File: src/hw/rtl/gaior_pkg.sv
// ----------------------------------------------------------------------------
// gaior_pkg
// Shared types and codes for the graphics adapter I/O register block.
// ----------------------------------------------------------------------------
package gaior_pkg;

  localparam int unsigned AttrRegs = 32;
  localparam int unsigned SeqRegs  = 8;
  localparam int unsigned GfxRegs  = 16;

  localparam int unsigned AttrIdxW = $clog2(AttrRegs);
  localparam int unsigned SeqIdxW  = $clog2(SeqRegs);
  localparam int unsigned GfxIdxW  = $clog2(GfxRegs);

  localparam logic [7:0] ByteOnes = 8'hFF;

  typedef enum logic [1:0] {
    CMD_IO_READ  = 2'd0,
    CMD_IO_WRITE = 2'd1,
    CMD_HSYNC    = 2'd2,
    CMD_VSYNC    = 2'd3
  } cmd_e;

  typedef enum logic [1:0] {
    CRTC_NONE      = 2'd0,
    CRTC_ADDR_WR   = 2'd1,
    CRTC_DATA_WR   = 2'd2,
    CRTC_DATA_RD   = 2'd3
  } crtc_op_e;

  typedef enum logic [2:0] {
    GRP_NONE    = 3'd0,
    GRP_ATTR    = 3'd1,
    GRP_SEQ     = 3'd2,
    GRP_GFX     = 3'd3,
    GRP_MISC    = 3'd4,
    GRP_FEATURE = 3'd5
  } grp_e;

  // offsets within a crtc group and the 3Cx group
  localparam logic [3:0] SelStatus1   = 4'd10;
  localparam logic [3:0] SelAttr      = 4'd0;
  localparam logic [3:0] SelMisc      = 4'd2;
  localparam logic [3:0] SelSeqIdx    = 4'd4;
  localparam logic [3:0] SelSeqData   = 4'd5;
  localparam logic [3:0] SelGfxIdx    = 4'd14;
  localparam logic [3:0] SelGfxData   = 4'd15;
  localparam logic [3:0] SelCrtcLast  = 4'd7;

  typedef enum logic {
    ST_EMPTY = 1'b0,
    ST_FULL  = 1'b1
  } ctl_state_e;

  typedef struct packed {
    logic [1:0] command;
    logic [5:0] port_offset;
    logic [7:0] write_data;
    logic       sync_level;
  } in_item_t;

  typedef struct packed {
    logic [7:0] read_data;
    logic [1:0] crtc_op;
    logic [7:0] crtc_data;
    logic [2:0] reg_write_group;
    logic [4:0] reg_write_index;
    logic [7:0] reg_write_value;
    logic [7:0] frame_count;
  } out_item_t;

  typedef struct packed {
    logic exec;
  } dp_cmd_t;

  typedef struct packed {
    logic result_held;
  } dp_status_t;

endpackage

File: src/hw/rtl/gaior_stream_if.sv
// ----------------------------------------------------------------------------
// gaior_stream_if
// Valid/ready channel carrying one beat of payload type T.
// ----------------------------------------------------------------------------
interface gaior_stream_if #(
  parameter type T = logic
) ();
  logic valid;
  logic ready;
  T     data;

  modport source (output valid, output data, input ready);
  modport sink   (input valid, input data, output ready);
endinterface

File: src/hw/rtl/gaior_ctrl.sv
// ----------------------------------------------------------------------------
// gaior_ctrl
// Handshake controller: tracks whether a result beat is held in the output
// register and issues the execute command to the datapath.
// ----------------------------------------------------------------------------
module gaior_ctrl
  import gaior_pkg::*;
(
  input  logic       clk_i,
  input  logic       rst_ni,
  input  logic       in_valid_i,
  output logic       in_ready_o,
  output logic       out_valid_o,
  input  logic       out_ready_i,
  output dp_cmd_t    cmd_o,
  output dp_status_t status_o
);

  ctl_state_e state_q, state_d;
  logic       exec;

  assign exec = in_valid_i && in_ready_o;

  always_comb begin
    state_d = state_q;
    case (state_q)
      ST_EMPTY: begin
        if (exec) state_d = ST_FULL;
      end
      ST_FULL: begin
        if (!exec && out_ready_i) state_d = ST_EMPTY;
      end
      default: state_d = ST_EMPTY;
    endcase
  end

  always_comb begin
    in_ready_o           = 1'b0;
    out_valid_o          = 1'b0;
    status_o.result_held = 1'b0;
    case (state_q)
      ST_EMPTY: begin
        in_ready_o = 1'b1;
      end
      ST_FULL: begin
        in_ready_o           = out_ready_i;
        out_valid_o          = 1'b1;
        status_o.result_held = 1'b1;
      end
      default: ;
    endcase
    cmd_o.exec = exec;
  end

  always_ff @(posedge clk_i or negedge rst_ni) begin
    if (!rst_ni) begin
      state_q <= ST_EMPTY;
    end else begin
      state_q <= state_d;
    end
  end

  a_exec_fills: assert property (@(posedge clk_i) disable iff (!rst_ni)
    exec |=> state_q == ST_FULL)
    else $error("accepted beat did not fill output register");

  a_drain_empties: assert property (@(posedge clk_i) disable iff (!rst_ni)
    (state_q == ST_FULL && out_ready_i && !in_valid_i) |=> state_q == ST_EMPTY)
    else $error("taken result not released");

  a_no_overwrite: assert property (@(posedge clk_i) disable iff (!rst_ni)
    (state_q == ST_FULL && !out_ready_i) |-> !exec)
    else $error("held result overwritten");

endmodule

File: src/hw/rtl/gaior_dp.sv
// ----------------------------------------------------------------------------
// gaior_dp
// Decode and register datapath: port decode, index/data flip-flop, index
// registers, sync flags, frame counter and the registered result beat.
// ----------------------------------------------------------------------------
module gaior_dp
  import gaior_pkg::*;
(
  input  logic       clk_i,
  input  logic       rst_ni,
  input  dp_cmd_t    cmd_i,
  input  dp_status_t status_i,
  input  in_item_t   item_i,
  output out_item_t  result_o
);

  logic                misc_q, misc_d;
  logic [1:0]          feature_q, feature_d;
  logic [AttrIdxW-1:0] attr_idx_q, attr_idx_d;
  logic                expect_idx_q, expect_idx_d;
  logic [SeqIdxW-1:0]  seq_idx_q, seq_idx_d;
  logic [GfxIdxW-1:0]  gfx_idx_q, gfx_idx_d;
  logic                vsync_q, vsync_d;
  logic                hsync_q, hsync_d;
  logic [7:0]          frames_q, frames_d;
  out_item_t           res_q, res_d;

  logic       wr;
  logic       crtc_hit;
  logic       ctl_hit;
  logic [3:0] sel;
  logic [7:0] wd;

  always_comb begin
    misc_d       = misc_q;
    feature_d    = feature_q;
    attr_idx_d   = attr_idx_q;
    expect_idx_d = expect_idx_q;
    seq_idx_d    = seq_idx_q;
    gfx_idx_d    = gfx_idx_q;
    vsync_d      = vsync_q;
    hsync_d      = hsync_q;
    frames_d     = frames_q;

    res_d                 = '0;
    res_d.read_data       = ByteOnes;
    res_d.crtc_op         = CRTC_NONE;
    res_d.reg_write_group = GRP_NONE;

    wr  = (item_i.command == CMD_IO_WRITE);
    sel = item_i.port_offset[3:0];
    wd  = item_i.write_data;

    crtc_hit = ((item_i.port_offset inside {[6'd0:6'd11]}) && !misc_q) ||
               ((item_i.port_offset inside {[6'd32:6'd43]}) && misc_q);
    ctl_hit  = (item_i.port_offset[5:4] == 2'b01);

    case (item_i.command)
      CMD_HSYNC: begin
        hsync_d = item_i.sync_level;
      end
      CMD_VSYNC: begin
        if (item_i.sync_level && !vsync_q) frames_d = frames_q + 8'd1;
        vsync_d = item_i.sync_level;
      end
      default: begin
        if (crtc_hit) begin
          if (sel <= SelCrtcLast) begin
            if (wr) begin
              res_d.crtc_op   = sel[0] ? CRTC_DATA_WR : CRTC_ADDR_WR;
              res_d.crtc_data = wd;
            end else if (sel[0]) begin
              res_d.crtc_op = CRTC_DATA_RD;
            end
          end else if (sel == SelStatus1) begin
            if (wr) begin
              feature_d             = wd[1:0];
              res_d.reg_write_group = GRP_FEATURE;
              res_d.reg_write_value = wd;
            end else begin
              res_d.read_data = {4'b0000, vsync_q, 2'b00, hsync_q};
              expect_idx_d    = 1'b1;
            end
          end
        end else if (ctl_hit) begin
          if (!wr) begin
            if (sel == SelMisc) begin
              res_d.read_data = {~vsync_q, feature_q, 1'b0, 4'hF};
            end
          end else begin
            case (sel)
              SelAttr: begin
                if (expect_idx_q) begin
                  attr_idx_d = wd[AttrIdxW-1:0];
                end else begin
                  res_d.reg_write_group = GRP_ATTR;
                  res_d.reg_write_index = 5'(attr_idx_q);
                  res_d.reg_write_value = wd;
                end
                expect_idx_d = ~expect_idx_q;
              end
              SelMisc: begin
                misc_d                = wd[0];
                res_d.reg_write_group = GRP_MISC;
                res_d.reg_write_value = wd;
              end
              SelSeqIdx: begin
                seq_idx_d = wd[SeqIdxW-1:0];
              end
              SelSeqData: begin
                res_d.reg_write_group = GRP_SEQ;
                res_d.reg_write_index = 5'(seq_idx_q);
                res_d.reg_write_value = wd;
              end
              SelGfxIdx: begin
                gfx_idx_d = wd[GfxIdxW-1:0];
              end
              SelGfxData: begin
                res_d.reg_write_group = GRP_GFX;
                res_d.reg_write_index = 5'(gfx_idx_q);
                res_d.reg_write_value = wd;
              end
              default: ;
            endcase
          end
        end
      end
    endcase

    res_d.frame_count = frames_d;
  end

  always_ff @(posedge clk_i or negedge rst_ni) begin
    if (!rst_ni) begin
      misc_q       <= 1'b0;
      feature_q    <= '0;
      attr_idx_q   <= '0;
      expect_idx_q <= 1'b1;
      seq_idx_q    <= '0;
      gfx_idx_q    <= '0;
      vsync_q      <= 1'b0;
      hsync_q      <= 1'b0;
      frames_q     <= '0;
    end else if (cmd_i.exec) begin
      misc_q       <= misc_d;
      feature_q    <= feature_d;
      attr_idx_q   <= attr_idx_d;
      expect_idx_q <= expect_idx_d;
      seq_idx_q    <= seq_idx_d;
      gfx_idx_q    <= gfx_idx_d;
      vsync_q      <= vsync_d;
      hsync_q      <= hsync_d;
      frames_q     <= frames_d;
    end
  end

  always_ff @(posedge clk_i) begin
    if (cmd_i.exec) res_q <= res_d;
  end

  assign result_o = res_q;

  a_frame_inc: assert property (@(posedge clk_i) disable iff (!rst_ni)
    (cmd_i.exec && item_i.command == CMD_VSYNC && item_i.sync_level && !vsync_q)
    |=> frames_q == $past(frames_q) + 8'd1)
    else $error("vsync rise did not advance frame count");

  a_idle_holds: assert property (@(posedge clk_i) disable iff (!rst_ni)
    !cmd_i.exec |=> $stable(frames_q) && $stable(misc_q) && $stable(expect_idx_q))
    else $error("state changed without an accepted beat");

  a_held_result: assert property (@(posedge clk_i) disable iff (!rst_ni)
    (status_i.result_held && !cmd_i.exec) |=> $stable(res_q))
    else $error("held result changed");

  a_one_report: assert property (@(posedge clk_i) disable iff (!rst_ni)
    (cmd_i.exec && res_d.reg_write_group != GRP_NONE) |-> res_d.crtc_op == CRTC_NONE)
    else $error("register write and crtc forward in one beat");

endmodule

File: src/hw/rtl/graphics_adapter_io_registers_core.sv
// ----------------------------------------------------------------------------
// graphics_adapter_io_registers_core
// EGA-style I/O register interface: port decode, index/data registers,
// sync status and frame counting, with register-write strobes per beat.
// ----------------------------------------------------------------------------
// Each input beat (an I/O read or write on ports 3B0h-3DFh, or a sync level
// change) yields exactly one result beat, registered and valid in the cycle after it is
// accepted. A new beat is accepted every cycle while the output register is
// empty or being taken, so the sustained rate is one beat per cycle; the
// figure is set by the single state update that each beat makes to the index,
// flag and counter registers. CRTC register contents live outside the block;
// CRTC accesses are forwarded on crtc_op and crtc_data.
module graphics_adapter_io_registers_core
  import gaior_pkg::*;
(
  input  logic           clk_i,
  input  logic           rst_ni,
  gaior_stream_if.sink   in_i,
  gaior_stream_if.source out_o
);

  dp_cmd_t    dp_cmd;
  dp_status_t dp_status;
  out_item_t  result;

  gaior_ctrl u_ctrl (
    .clk_i       (clk_i),
    .rst_ni      (rst_ni),
    .in_valid_i  (in_i.valid),
    .in_ready_o  (in_i.ready),
    .out_valid_o (out_o.valid),
    .out_ready_i (out_o.ready),
    .cmd_o       (dp_cmd),
    .status_o    (dp_status)
  );

  gaior_dp u_dp (
    .clk_i    (clk_i),
    .rst_ni   (rst_ni),
    .cmd_i    (dp_cmd),
    .status_i (dp_status),
    .item_i   (in_i.data),
    .result_o (result)
  );

  assign out_o.data = result;

endmodule

File: src/flat_wrapper.sv
// flat-port wrapper written by rule: the top's interface ports become plain ports
module graphics_adapter_io_registers_core_flat import gaior_pkg::*;
  (clk_i, rst_ni, in_i_valid, in_i_data, in_i_ready, out_o_valid, out_o_data, out_o_ready);
  gaior_stream_if #(.T(in_item_t)) in_i_i ();
  gaior_stream_if #(.T(out_item_t)) out_o_i ();
  input  logic clk_i;
  input  logic rst_ni;
  input wire logic [$bits(in_i_i.valid)-1:0] in_i_valid;
  input wire logic [$bits(in_i_i.data)-1:0] in_i_data;
  output wire logic [$bits(in_i_i.ready)-1:0] in_i_ready;
  output wire logic [$bits(out_o_i.valid)-1:0] out_o_valid;
  output wire logic [$bits(out_o_i.data)-1:0] out_o_data;
  input wire logic [$bits(out_o_i.ready)-1:0] out_o_ready;
  assign in_i_i.valid = in_i_valid;
  assign in_i_i.data = in_i_data;
  assign in_i_ready = in_i_i.ready;
  assign out_o_valid = out_o_i.valid;
  assign out_o_data = out_o_i.data;
  assign out_o_i.ready = out_o_ready;
  graphics_adapter_io_registers_core u_core (.clk_i(clk_i), .rst_ni(rst_ni), .in_i(in_i_i), .out_o(out_o_i));
endmodule
File: config.mk
export PLATFORM = sky130hd
export DESIGN_NAME = graphics_adapter_io_registers_core_flat
export DESIGN_NICKNAME = d
export VERILOG_FILES = /design/src/hw/rtl/gaior_pkg.sv /design/src/hw/rtl/gaior_stream_if.sv /design/src/hw/rtl/gaior_ctrl.sv /design/src/hw/rtl/gaior_dp.sv /design/src/hw/rtl/graphics_adapter_io_registers_core.sv /design/src/flat_wrapper.sv
export SDC_FILE = /design/constraint.sdc
export NUM_CORES = 1
export LEC_CHECK = 0
export BUFFER_PORTS_ARGS = -buffer_cell sky130_fd_sc_hd__buf_4
export CAP_MARGIN = 40
export CORE_MARGIN = 1
export CORE_UTILIZATION = 54
export DETAILED_ROUTE_END_ITERATION = 8
export PLACE_DENSITY = 0.9
export RECOVER_POWER = 50
export SLEW_MARGIN = 20
export SYNTH_ARGS = -nofsm -noshare
export SYNTH_HDL_FRONTEND = slang
export SYNTH_SLANG_ARGS = --single-unit
File: constraint.sdc
create_clock -name clk_i -period 2.8 [get_ports clk_i]
set_input_delay 0.56 -clock clk_i [delete_from_list [all_inputs] [get_ports clk_i]]
set_output_delay 0.56 -clock clk_i [all_outputs]
set_load 0.03 [all_outputs]
## Word-level counts from Yosys, hierarchy flattened

Index checks and enable logic that the tools add are counted.

| operators by class | value |
|---|---|
| bitwise operators | 8 |
| shifts and indexed selects | 0 |
| eq/ne operators | 13 |
| div/mod/pow operators | 0 |
| muxes and demuxes | 38 |
| multipliers | 0 |
| reductions and logical operators | 27 |
| add/subtract/negate cells | 1 |
| order comparisons | 5 |

Operators by type and width:

| kind | count |
|---|---|
| $mux 8 | 13 |
| $mux 16 | 2 |
| $reduce_and 6->1 | 4 |
| $pmux 8 s2 | 1 |
| $pmux 5 s3 | 1 |
| $mux 14 | 1 |
| $eq 4x4->1 const B | 3 |
| $mux 3 | 4 |
| $pmux 3 s4 | 1 |
| $mux 1 | 10 |
| $add 8x1->8 const B | 1 |
| $eq 4x3->1 const B | 2 |
| $not 1->1 | 8 |
| $reduce_and 8->1 | 1 |
| $logic_and 1x1->1 | 7 |
| $reduce_and 7->1 | 1 |
| $ge 6x1->1 const B | 1 |
| $ge 6x6->1 const B | 1 |
| $le 6x4->1 const B | 1 |
| $le 6x6->1 const B | 1 |
| $mux 2 | 3 |
| $reduce_bool 2->1 | 3 |
| $reduce_or 5->1 | 1 |
| $eq 2x1->1 const B | 2 |
| 13 further kinds | 19 |

| storage, ports and cells | value |
|---|---|
| latch bits | 0 |
| bits in read-only memories | 0 |
| bits in writable memories | 0 |
| register bits after elaboration | 69 |
| output and inout port bits | 44 |
| input port bits | 21 |
| memories | 0 |

## Longest topological paths before layout

Gate-level depths: netlist of run 1.

| logic depth | value |
|---|---|
| depth after elaboration | 7 |
| depth in mapped cells | 8 |
| depth with buffers taken out | 7 |

## Hierarchy

A second synthesis of run 1 with hierarchy kept.

| second synthesis, totals | value |
|---|---|
| cells, all modules | 231 |
| area, all modules | 3024.2 sq um |

Modules (own cells, without submodules):

| module | cells an instance | times used | area an instance (sq um) |
|---|---|---|---|
| gaior_dp | 226 | 1 | 2962.8 |
| gaior_ctrl | 5 | 1 | 61.3 |

## Least setup slack after synthesis of run 1

OpenSTA, ideal clock, no wires.

| path | value |
|---|---|
| kind | input-to-reg |
| from | input port out_o_ready |
| to | register u_core.u_dp.vsync_q |
| data required time | 2.675 ns |
| buffers on the path | 0 |
| cell stages on the path | 5 |
| setup time | 0.125 ns |
| setup slack | 0.122 ns |
| arrival | 2.553 ns |
| cells stage by stage | nand2b_1 nand2_1 inv_1 nand3_1 mux2_2 |

| between the ends | value |
|---|---|
| longest elaborated chain between the ends | 3 |

Ends and longest elaborated chain:

| what | RTL line | RTL |
|---|---|---|
| start: declaration | flat_wrapper.sv:13 | `input wire logic [$bits(out_o_i.ready)-1:0] out_o_ready;` |
| $pmux 1 s2 | gaior_ctrl.sv:41 | `case (state_q)` |
| $logic_and 1x1->1 | gaior_ctrl.sv:22 | `assign exec = in_valid_i && in_ready_o;` |
| net u_core.dp_cmd | graphics_adapter_io_registers_core.sv:22 | `dp_cmd_t dp_cmd;` |
| $reduce_and 2->1 (no source line) | -- |  |
| end signal: assignment | gaior_dp.sv:151 | `vsync_q <= vsync_d;` |
| end: declaration | gaior_dp.sv:23 | `logic vsync_q, vsync_d;` |

The timed path passes the listed nets, and every way through them passes these cells.
A chain may end at the register's enable or synchronous reset.

## Final worst setup path of run 1

| path | value |
|---|---|
| from | input port in_i_data[15] |
| to | register u_core.u_dp.gfx_idx_q[2] |

| between the ends | value |
|---|---|
| longest elaborated chain between the ends | 4 |
| elaborated cells on any way between the ends | 6 |

Ends and longest elaborated chain:

| what | RTL line | RTL |
|---|---|---|
| start: declaration | flat_wrapper.sv:9 | `input wire logic [$bits(in_i_i.data)-1:0] in_i_data;` |
| $eq 2x2->1 | gaior_dp.sv:58 | `case (item_i.command)` |
| $reduce_or 2->1 (no source line) | -- |  |
| $not 1->1 (no source line) | -- |  |
| $reduce_and 6->1 (no source line) * | -- |  |
| end signal: assignment | gaior_dp.sv:150 | `gfx_idx_q <= gfx_idx_d;` |
| end: declaration | gaior_dp.sv:22 | `logic [GfxIdxW-1:0] gfx_idx_q, gfx_idx_d;` |

Mark *: on every way between the ends. The rest lies on a longest branch, timed or not.

==> impl_metrics.json, run 1 <==
{
  "die-area_um2": 5873,
  "ctsLongestPathBuffers": 2,
  "clockPowerShare_pct": 34.8,
  "syn_inst": 225,
  "core_area_um2": 5238,
  "placed_area_um2": 3572,
  "synth-adder-area-share_pct": 0.8319,
  "max_freq_ghz": 0.4898,
  "maxSlewViolCount": 0,
  "nets": 318,
  "seq_area_frac_synth_pct": 63.44,
  "dp_hpwl_um": 4243,
  "synth_mux_area_share_pct": 7.238,
  "vias": 2049,
  "grt_pass1_wl_um": 9942,
  "syn_nets": 248,
  "crit_path_start_kind": "primary input",
  "synth.distinct_cells": 47,
  "worstPathMaxFanout": 15,
  "min_period_over_period_pct": 72.92,
  "p_leak_uw": 0.001448,
  "p_switching_uw": 567.8,
  "post_cts_buffers": 0,
  "fin_util_pct": 68.32,
  "cts_resized": 0,
  "synth_top_area_share_pct": 40.93,
  "fp.dieH_um": 76.64,
  "ys_seq_elements": 68,
  "crit_slowest_cell": "or4b_4",
  "cts_buffers": 9,
  "status": "finished clean",
  "synth_compound_area_share_pct": 5.200,
  "port-buffer-count": 64,
  "htreeDepth": 3,
  "synth_top_area_cell": "edfxtp_1",
  "switching_share_pct": 25.79,
  "cp_slowest_stage_delay_ps": 590,
  "clock-sinks": 68,
  "syn_to_final_growth_pct": 18.97,
  "gr-total-overflow": 0,
  "diodes": 0,
  "path_clk_slew_ps": 70,
  "synth_area_per_cell_um2": 13.37,
  "die_width_um": 76.64,
  "p_per_area_nw_per_um2": 615.2,
  "rsz0062_at_grt": "false",
  "holdBufCountCts": 0,
  "synthXorXnorAreaFrac_pct": 4.950,
  "grt_start_max_net_pins": 38,
  "synthesis.area_um2": 3008,
  "synth_warnings": 0,
  "yosysMostFrequentCell": "edfxtp_1",
  "synth-edff-count": 41,
  "fin_crit_ps": 2042,
  "ios": 65,
  "async_reset_ff_share_pct": 39.71,
  "gp_congestion": 0.8098,
  "fin_skew_ps": 6.926,
  "critical_path_class": "in2reg",
  "root_buffer": "clkbuf_8",
  "critPathArrivalTime_ps": 2260,
  "setup_viol": 0,
  "design_area_um2": 3578,
  "synth.area.top_cells": "edfxtp_1 (41%), dfrtp_1 (22%), mux2_2 (5.2%), xor2_1 (3.2%), nor2_1 (2.2%)",
  "finalHoldViolCount": 0,
  "drive_gt1_share_pct": 19.00,
  "ant_nets": 0,
  "maxCapViolations": 0,
  "grt_use_total_pct": 22.47,
  "crit_buf_inv": 1,
  "initial_core_util_pct": 57.43,
  "holdCritPathClass": "in2reg",
  "avgRoutedWirePerCell_um": 16.39,
  "wl_um": 6063,
  "cp-end-kind": "register",
  "core.rowCount": 26,
  "synth_common_cells": "edfxtp_1 (41), dfrtp_1 (26), nor2_1 (18)",
  "insertion_delay_ps": 340,
  "antenna_found_initial": 0,
  "drc_errors": 0,
  "holdWs_ps": 474.4,
  "synth-simple-area-share_pct": 16.81,
  "first_iter_violations": 170,
  "synthFlopType": "edfxtp_1",
  "cts_tree": "built",
  "combPwrFrac_pct": 11.7,
  "fin_cells": 370,
  "cp.required_ps": 3020,
  "worst_pin_slew_ps": 1471,
  "timing.slew.headroom_pct": 1.944,
  "firstDrtPassIters": 4,
  "r2r_slack_ps": 960,
  "setup-tns-final_ps": 0,
  "critPathTopFamily": "simple AND/OR/NAND/NOR gates",
  "seqPwrFrac_pct": 53.4,
  "synth_top_family_by_area": "simple AND/OR/NAND/NOR gates",
  "viasPerCell": 5.538,
  "ir_drop_v": 0.0004426,
  "power.internal_uw": 1634,
  "dp.cells": 354,
  "crit_chain": "buf_4, nor2b_1, nand4_2, or4b_4, mux2_4",
  "grt_pass1_vias": 1968
}
routing by layer:
layer | wire length [µm] | vias up | track usage, %
li1 | - | 960 | -
met1 | 2642 | 992 | 29.31
met2 | 2901 | 87 | 34.95
met3 | 400 | 10 | 6.826
met4 | 119 | 0 | 9.423
met5 | 0 | - | 0
power by group through the flow:
stage | logic (µW) | registers, µW | clock network (µW)
floorplan | 114 | 1250 | 0
global placement | 277 | 1190 | 0
detailed placement | 285 | 1200 | 0
CTS | 286 | 1180 | 774
global route | 278 | 1190 | 818
finish | 258 | 1180 | 767
sequential cells by signal (all words and copies together), names as in the netlist:
signal	flops
u_core.u_dp.gfx_idx_q	4
u_core.u_dp.attr_idx_q	5
u_core.u_dp.result_o	41
u_core.u_dp.misc_q	1
u_core.u_dp.seq_idx_q	3
u_core.u_dp.vsync_q	1
u_core.u_dp.hsync_q	1
u_core.u_dp.expect_idx_q	1
u_core.u_ctrl.state_q	1
u_core.u_dp.frames_q	8
u_core.u_dp.feature_q	2
final timing paths:
path / from / endpoint / cells past startpoint
worst max-delay path: in_i_data[15] / u_core.u_dp.gfx_idx_q[2]$_DFFE_PN0P_ / 5
worst min register to register: u_core.u_dp.hsync_q$_DFFE_PN0P_ / u_core.u_dp.hsync_q$_DFFE_PN0P_ / 1
worst min-delay path: in_i_data[5] / u_core.u_dp.attr_idx_q[4]$_DFFE_PN0P_ / 2
worst max register to register: u_core.u_ctrl.state_q$_DFF_PN0_ / u_core.u_dp.gfx_idx_q[2]$_DFFE_PN0P_ / 4
max in group asynchronous: rst_ni / u_core.u_dp.hsync_q$_DFFE_PN0P_ / 1
min in group asynchronous: rst_ni / u_core.u_dp.feature_q[0]$_DFFE_PN0P_ / 1
through the flow:
stage	total power, µW	setup slack (ps)
5_1_grt	2281	702.5
6_report	2201	758.1
2_1_floorplan	1364	122.2
4_1_cts	2236	955.5
3_5_place_dp	1482	643.1
3_3_place_gp	1471	647.0
kinds of logic after synthesis:
logic type,Yosys count
DFF,68
AOI/OAI and AO/OA,21
xor gates and xnor gates,17
and+or+nand+nor,89
muxes,18
buffers and inverters,10
adders and majority gates,2
layout make-up:
cell class,count,area [µm²]
Multi-Input combinational cell,147,1046
Timing Repair Buffer,67,342.8
Clock buffer,12,135.1
Fill cell,411,1659
Clock inverter,4,51.30
Inverter,2,7.507
Tap cell,70,87.58
Sequential cell,68,1908
layout by cell type (no fill, tap or decap), types with 3 or more instances in the layout:
cell type  netlist  routed
clkbuf_8         0       9
nand2b_1         4       4
a21o_1           3       3
buf_4            1      20
clkbuf_1         2      49
xnor2_1          6       6
nor2b_1          8       9
edfxtp_1        41      41
dfrtp_1         26      26
nand2_1         17      17
a22o_1           3       3
nand3_1          5       5
nor2_1          18      18
xor2_1          11      11
nor3_1           6       6
mux2_2          14      13
mux2_4           4       4
a32oi_1          4       4
and3_1           8       8
Note: power is estimated with default switching activity, not from simulation.
==> run 2: changes to the inputs <==
--- a/config.mk
+++ b/config.mk
@@ -5,6 +5,7 @@
 export SDC_FILE = /design/constraint.sdc
 export NUM_CORES = 1
 export LEC_CHECK = 0
+export ABC_AREA = 1
 export BUFFER_PORTS_ARGS = -buffer_cell sky130_fd_sc_hd__buf_4
 export CAP_MARGIN = 40
 export CORE_MARGIN = 1
==> constraint.sdc (replaced) <==
create_clock -name clk_i -period 2.1 [get_ports clk_i]
set_input_delay 0.42 -clock clk_i [delete_from_list [all_inputs] [get_ports clk_i]]
set_output_delay 0.42 -clock clk_i [all_outputs]
set_load 0.03 [all_outputs]
==> run 2 against run 1 <==
  * Power is 48% higher
  * Setup slack worse by 320 ps
  * Utilization is 1.7 points higher
  * Flip-flop and latch count stayed put
  * First-iteration DRC count is 23% higher
  * Clock skew is 2.9 ps higher
  * Largest cell class unchanged
  * Largest power group unchanged
==> impl_metrics.json, run 2 <==
{
  "firstDrtPassIters": 4,
  "critical_path_class": "reg2reg",
  "power.internal_uw": 2362,
  "core_area_um2": 5608,
  "holdCritPathClass": "in2reg",
  "syn_to_final_growth_pct": 23.15,
  "vias": 2540,
  "cts_buffers": 9,
  "fillers": 442,
  "gp_congestion": 0.8682,
  "gr-total-overflow": 0,
  "ant_nets": 0,
  "cts_tree": "built",
  "maxSlewViolCount": 0,
  "synth_warnings": 0,
  "ir_drop_v": 0.0005160,
  "p_switching_uw": 904.0,
  "critPathArrivalTime_ps": 1760,
  "dp_hpwl_um": 4877,
  "holdWs_ps": 278.1,
  "crit_slowest_cell": "nor2_1",
  "multi_input_comb_area_um2": 1057,
  "diodes": 0,
  "htreeDepth": 3,
  "setup-tns-final_ps": 0,
  "antenna_found_initial": 0,
  "crit_buf_inv": 2,
  "synth_top_area_cell": "edfxtp_1",
  "worstPathMaxFanout": 7,
  "die_width_um": 78.85,
  "fin_util_pct": 70.04,
  "seq_area_frac_synth_pct": 59.83,
  "insertion_delay_ps": 340,
  "fin_cells": 479,
  "fp.dieH_um": 78.85,
  "yosysMostFrequentCell": "nand2_1",
  "clockPowerShare_pct": 36.4,
  "setup_viol": 0,
  "async_reset_ff_share_pct": 39.71,
  "p_leak_uw": 0.001811,
  "cp_slowest_stage_delay_ps": 420,
  "die-area_um2": 6217,
  "synth.area.top_cells": "edfxtp_1 (39%), dfrtp_1 (20%), nand2_1 (11%), inv_1 (4.5%), o21ai_0 (2.8%)",
  "final_cell_mix": "nand2_1 (93), buf_4 (52), edfxtp_1 (41)",
  "cp-end-kind": "register",
  "cp.required_ps": 2200,
  "grt_start_max_net_pins": 30,
  "finalHoldViolCount": 0,
  "grt_pass1_wl_um": 11120,
  "seqPwrFrac_pct": 49.2,
  "timing.slew.headroom_pct": 52.15,
  "grt_use_total_pct": 23.92,
  "synth-edff-count": 41,
  "grt_pass1_vias": 2465,
  "cts_resized": 0,
  "max_freq_ghz": 0.6017,
  "final-seq-area_um2": 1908,
  "rsz0062_at_grt": "false",
  "critPathTopFamily": "simple AND/OR/NAND/NOR gates",
  "root_buffer": "clkbuf_8",
  "p_per_area_nw_per_um2": 831.7,
  "switching_share_pct": 27.67,
  "ys_seq_elements": 68,
  "path_clk_slew_ps": 80,
  "ios": 65,
  "synthFlopType": "edfxtp_1",
  "largest_reg_flops": 41,
  "fin_crit_ps": 1662,
  "synth_common_cells": "nand2_1 (91), edfxtp_1 (41), inv_1 (38)",
  "worst_pin_slew_ps": 717.7,
  "clock-sinks": 68,
  "initial_core_util_pct": 56.87,
  "min_period_over_period_pct": 79.14,
  "syn_nets": 348,
  "viasPerCell": 5.303,
  "status": "finished clean",
  "combPwrFrac_pct": 14.4,
  "final_common_cell": "nand2_1",
  "synth_top_area_share_pct": 38.60,
  "crit_chain": "inv_1, nand2_1, nor2_1, nand2_1, xor2_1, inv_1",
  "nets": 425,
  "synth_area_per_cell_um2": 9.813,
  "core.rowCount": 27,
  "syn_inst": 325,
  "synth.distinct_cells": 32,
  "drive_gt1_share_pct": 23.10,
  "dp.cells": 462,
  "port-buffer-count": 64,
  "drc_errors": 0,
  "fin_skew_ps": 9.784,
  "wl_um": 6960,
  "maxCapViolations": 0,
  "avgRoutedWirePerCell_um": 14.53,
  "ctsLongestPathBuffers": 2,
  "synthesis.area_um2": 3189,
  "first_iter_violations": 209,
  "crit_path_start_kind": "register"
}
run 2: changes by cell type in the layout (fill, tap and decap cells not counted), sizes merged, moves of 5 or more:
cell,delta
nand2,+85
xnor2,-5
o21ai,+16
clkbuf,-34
a21oi,+12
buf,+32
inv,+43
nand4,+6
nand3,+12
nor2,+7
mux2,-18
xor2,-9
and3,-8
nor2b,-9
run 2: kinds of logic (layout without fill, tap and decap cells):
group | Yosys count | count (layout) | synth area share, %
DFF | 68 | 68 | 59.83
AOI/OAI and AO/OA | 35 | 35 | 6.003
xor gates and xnor gates | 3 | 3 | 0.8240
adders and majority gates | 2 | 2 | 0.7845
buffers and inverters | 48 | 130 | 5.885
and+or+nand+nor | 169 | 169 | 26.68
run 2: worst min-delay path, delay by kind of cell:
kind | cells | cell delay, ps
buffers and inverters | 2 | 120
and+or+nand+nor | 1 | 50
run 2: routing by layer:
layer / up-vias / part of all wire (%) / track usage (%)
met5: - / 0 / 0
met4: 0 / 2.2 / 11.64
met3: 16 / 5.5 / 4.368
met2: 89 / 52 / 41.74
met1: 1217 / 41 / 28.48
li1: 1218 / - / -
run 2: through the flow:
step / setup slack (ps) / area [µm²] / total power [µW]
6_report: 438.0 / 3928 / 3266
5_1_grt: 252.0 / 3928 / 3396
4_1_cts: 578.5 / 4019 / 3304
3_5_place_dp: 421.9 / 3784 / 2120
3_3_place_gp: 509.7 / 3784 / 2097
2_1_floorplan: 337.2 / 3189 / 1926
run 2: final timing paths:
path	start	endpoint	slack, ps	cells after the start
hold reg to reg	u_core.u_dp.attr_idx_q[0]$_DFFE_PN0P_	u_core.u_dp.attr_idx_q[0]$_DFFE_PN0P_	480	2
hold / removal	in_i_valid	u_core.u_ctrl.state_q$_DFF_PN0_	280	3
max in group asynchronous	rst_ni	u_core.u_dp.seq_idx_q[2]$_DFFE_PN0P_	980	2
setup reg to reg	u_core.u_dp.vsync_q$_DFFE_PN0P_	u_core.u_dp.result_o[3]$_DFFE_PP_	440	6
min in group asynchronous	rst_ni	u_core.u_dp.frames_q[6]$_DFFE_PN0P_	660	2
setup / recovery	u_core.u_dp.vsync_q$_DFFE_PN0P_	u_core.u_dp.result_o[3]$_DFFE_PP_	440	6
run 2: cell type report:
type,instances,area share (%)
Clock buffer,9,3.154
Clock inverter,7,2.580
Inverter,45,4.301
Multi-Input combinational cell,209,26.92
Sequential cell,68,48.58
Tap cell,72,2.294
Timing Repair Buffer,69,12.17
run 2: power by group through the flow:
stage | combinational [µW] | clock, µW | sequential, µW
floorplan | 219 | 0 | 1710
global placement | 473 | 0 | 1620
detailed placement | 491 | 0 | 1630
CTS | 494 | 1200 | 1610
global route | 519 | 1260 | 1620
finish | 471 | 1190 | 1610
run 2: repair_timing:
action                                 in CTS  in global routing
hold buffers                                1                  0
endpoints found under the hold margin       8                  0
setup buffers                               0                  0
==> run 3: changes to the inputs <==
==> constraint.sdc (replaced) <==
create_clock -name clk_i -period 1.6 [get_ports clk_i]
set_input_delay 0.32 -clock clk_i [delete_from_list [all_inputs] [get_ports clk_i]]
set_output_delay 0.32 -clock clk_i [all_outputs]
set_load 0.03 [all_outputs]
==> run 3 against run 2 <==
  * Design area shrank 0.29%
  * Die area unchanged
  * Clock-buffer cell count up 1
  * Sequential power up 30%
  * Clock skew increased by 0.81 ps
  * Setup slack lost 320 ps
  * Critical path depth up 2
  * Power up 37%
  * Flip-flop and latch count unchanged
  * Critical endpoint is now u_core.u_dp.result_o[39]$_SDFFCE_PP1P_
  * Largest cell class unchanged
  * Largest power group unchanged
==> impl_metrics.json, run 3 (synthesis gave the netlist of run 2 again) <==
{
  "first_iter_violations": 272,
  "ios": 65,
  "fin_skew_ps": 10.59,
  "p_per_area_nw_per_um2": 1141,
  "insertion_delay_ps": 350,
  "ant_nets": 0,
  "grt_use_total_pct": 25.38,
  "avgRoutedWirePerCell_um": 15.07,
  "design_area_um2": 3916,
  "crit_start": "u_core.u_dp.misc_q$_DFFE_PN0P_",
  "r2r_slack_ps": 110,
  "maxSlewViolCount": 0,
  "min_period_over_period_pct": 92.89,
  "clock-sinks": 68,
  "timing.slew.headroom_pct": 49.89,
  "post_cts_buffers": 0,
  "initial_core_util_pct": 56.87,
  "fin_crit_ps": 1486,
  "ctsLongestPathBuffers": 2,
  "worst_pin_slew_ps": 751.6,
  "grt_pass1_wl_um": 11810,
  "gp_congestion": 0.9480,
  "core.rowCount": 27,
  "crit_path_end": "u_core.u_dp.result_o[39]$_SDFFCE_PP1P_",
  "rsz0062_at_grt": "true",
  "reg2reg_depth": 8,
  "maxCapViolations": 0,
  "final_common_cell": "nand2_1",
  "cts_buffers": 9,
  "pre_cts_slack_ps": 37.56,
  "holdCritPathClass": "in2reg",
  "htreeDepth": 3,
  "critPathArrivalTime_ps": 1580,
  "finalHoldViolCount": 0,
  "p_total_uw": 4467,
  "wl_um": 7309,
  "grt_start_max_net_pins": 28,
  "final_cell_mix": "nand2_1 (92), clkbuf_1 (43), edfxtp_1 (41)",
  "setup-tns-final_ps": 0,
  "cp.required_ps": 1690,
  "critical_path_class": "reg2reg",
  "r2r_start": "u_core.u_dp.misc_q$_DFFE_PN0P_",
  "nets": 431,
  "multi_input_comb_area_um2": 1086,
  "syn_to_final_growth_pct": 22.79,
  "path_clk_slew_ps": 80,
  "worstPathMaxFanout": 4,
  "placed_area_um2": 3829,
  "drc_errors": 0,
  "status": "finished clean",
  "diodes": 0,
  "firstDrtPassIters": 5,
  "cts_tree": "built",
  "rr_endpoint": "u_core.u_dp.result_o[39]$_SDFFCE_PP1P_",
  "dp_hpwl_um": 5196,
  "ir_drop_v": 0.0009202,
  "gr-total-overflow": 0,
  "setup_viol": 0,
  "max_freq_ghz": 0.6728,
  "root_buffer": "clkbuf_8",
  "antenna_found_initial": 0,
  "viasPerCell": 5.412,
  "die-area_um2": 6217,
  "crit_path_start_kind": "register",
  "drive_gt1_share_pct": 19.13,
  "grt_pass1_vias": 2541,
  "fp.dieH_um": 78.85,
  "fillers": 418,
  "final-seq-area_um2": 1908,
  "die_width_um": 78.85,
  "cp-end-kind": "register",
  "core_area_um2": 5608,
  "vias": 2625,
  "p_leak_uw": 0.001758,
  "port-buffer-count": 64,
  "largest_reg_flops": 41,
  "timing.final.ws_setup_ps": 113.7
}
[run 3: cell types whose count changed in the layout (fill, tap and decap cells not counted), moves of 2 or more]
cell / change
nor2_1: -2
clkinv_4: -2
clkbuf_1: +29
inv_2: +2
buf_4: -23
nor2_4: +2
inv_1: -2
[run 3: where the power goes]
group	switching (µW)	leakage [µW]	total, µW	internal [µW]
registers	91.8	0.000752	2100	2010
clock network	670	0.000122	1750	1080
logic	429	0.000884	616	187
[run 3: worst min-delay path by stage]
stage	from	end	slack (ps)	cells past startpoint
floorplan	rst_ni	u_core.u_ctrl.state_q$_DFF_PN0_	20	0
global placement	rst_ni	u_core.u_dp.attr_idx_q[2]$_DFFE_PN0P_	260	1
detailed placement	rst_ni	u_core.u_dp.attr_idx_q[2]$_DFFE_PN0P_	260	1
CTS	in_i_valid	u_core.u_ctrl.state_q$_DFF_PN0_	170	3
global route	in_i_valid	u_core.u_ctrl.state_q$_DFF_PN0_	170	3
finish	in_i_valid	u_core.u_ctrl.state_q$_DFF_PN0_	180	3
[run 3: what timing repair did]
action	in CTS	in global routing
hold endpoints to repair	26	0
hold buffers	1	0
gates resized for setup	0	1
endpoints found under the setup margin	0	1
[run 3: per-stage QoR]
stage / util, % / instances / hold WS [ps]
floorplan: - / 325 / 24.41
global placement: 68.27 / 468 / 259.8
detailed placement: 68.27 / 468 / 261.5
CTS: 72.89 / 485 / 169.8
global route: 69.83 / 485 / 172.3
finish: 69.83 / 485 / 176.2
[run 3: routing by layer]
layer | global-route usage [%] | up-vias | wire, µm
met4 | 9.455 | 0 | 182
met1 | 29.64 | 1235 | 2840
met2 | 45.65 | 129 | 3774
met5 | 0 | - | 0
met3 | 5.517 | 22 | 511
li1 | - | 1239 | -
[run 3: layout make-up]
| type | count | share of cell area (%) |
|---|---|---|
| Sequential cell | 68 | 48.72 |
| Tap cell | 72 | 2.300 |
| Timing Repair Buffer | 75 | 10.58 |
| Inverter | 45 | 4.313 |
| Clock inverter | 6 | 2.843 |
| Multi-Input combinational cell | 209 | 27.73 |
| Clock buffer | 10 | 3.514 |
[run 3: critical path, stage by stage, from the launching register on]
cell,delay (ps)
dfrtp_1,400
inv_1,70
nand2_1,100
nand2_1,100
nand2_2,100
nor2_4,160
nand3_2,90
nand2_1,140
nand2_1,70
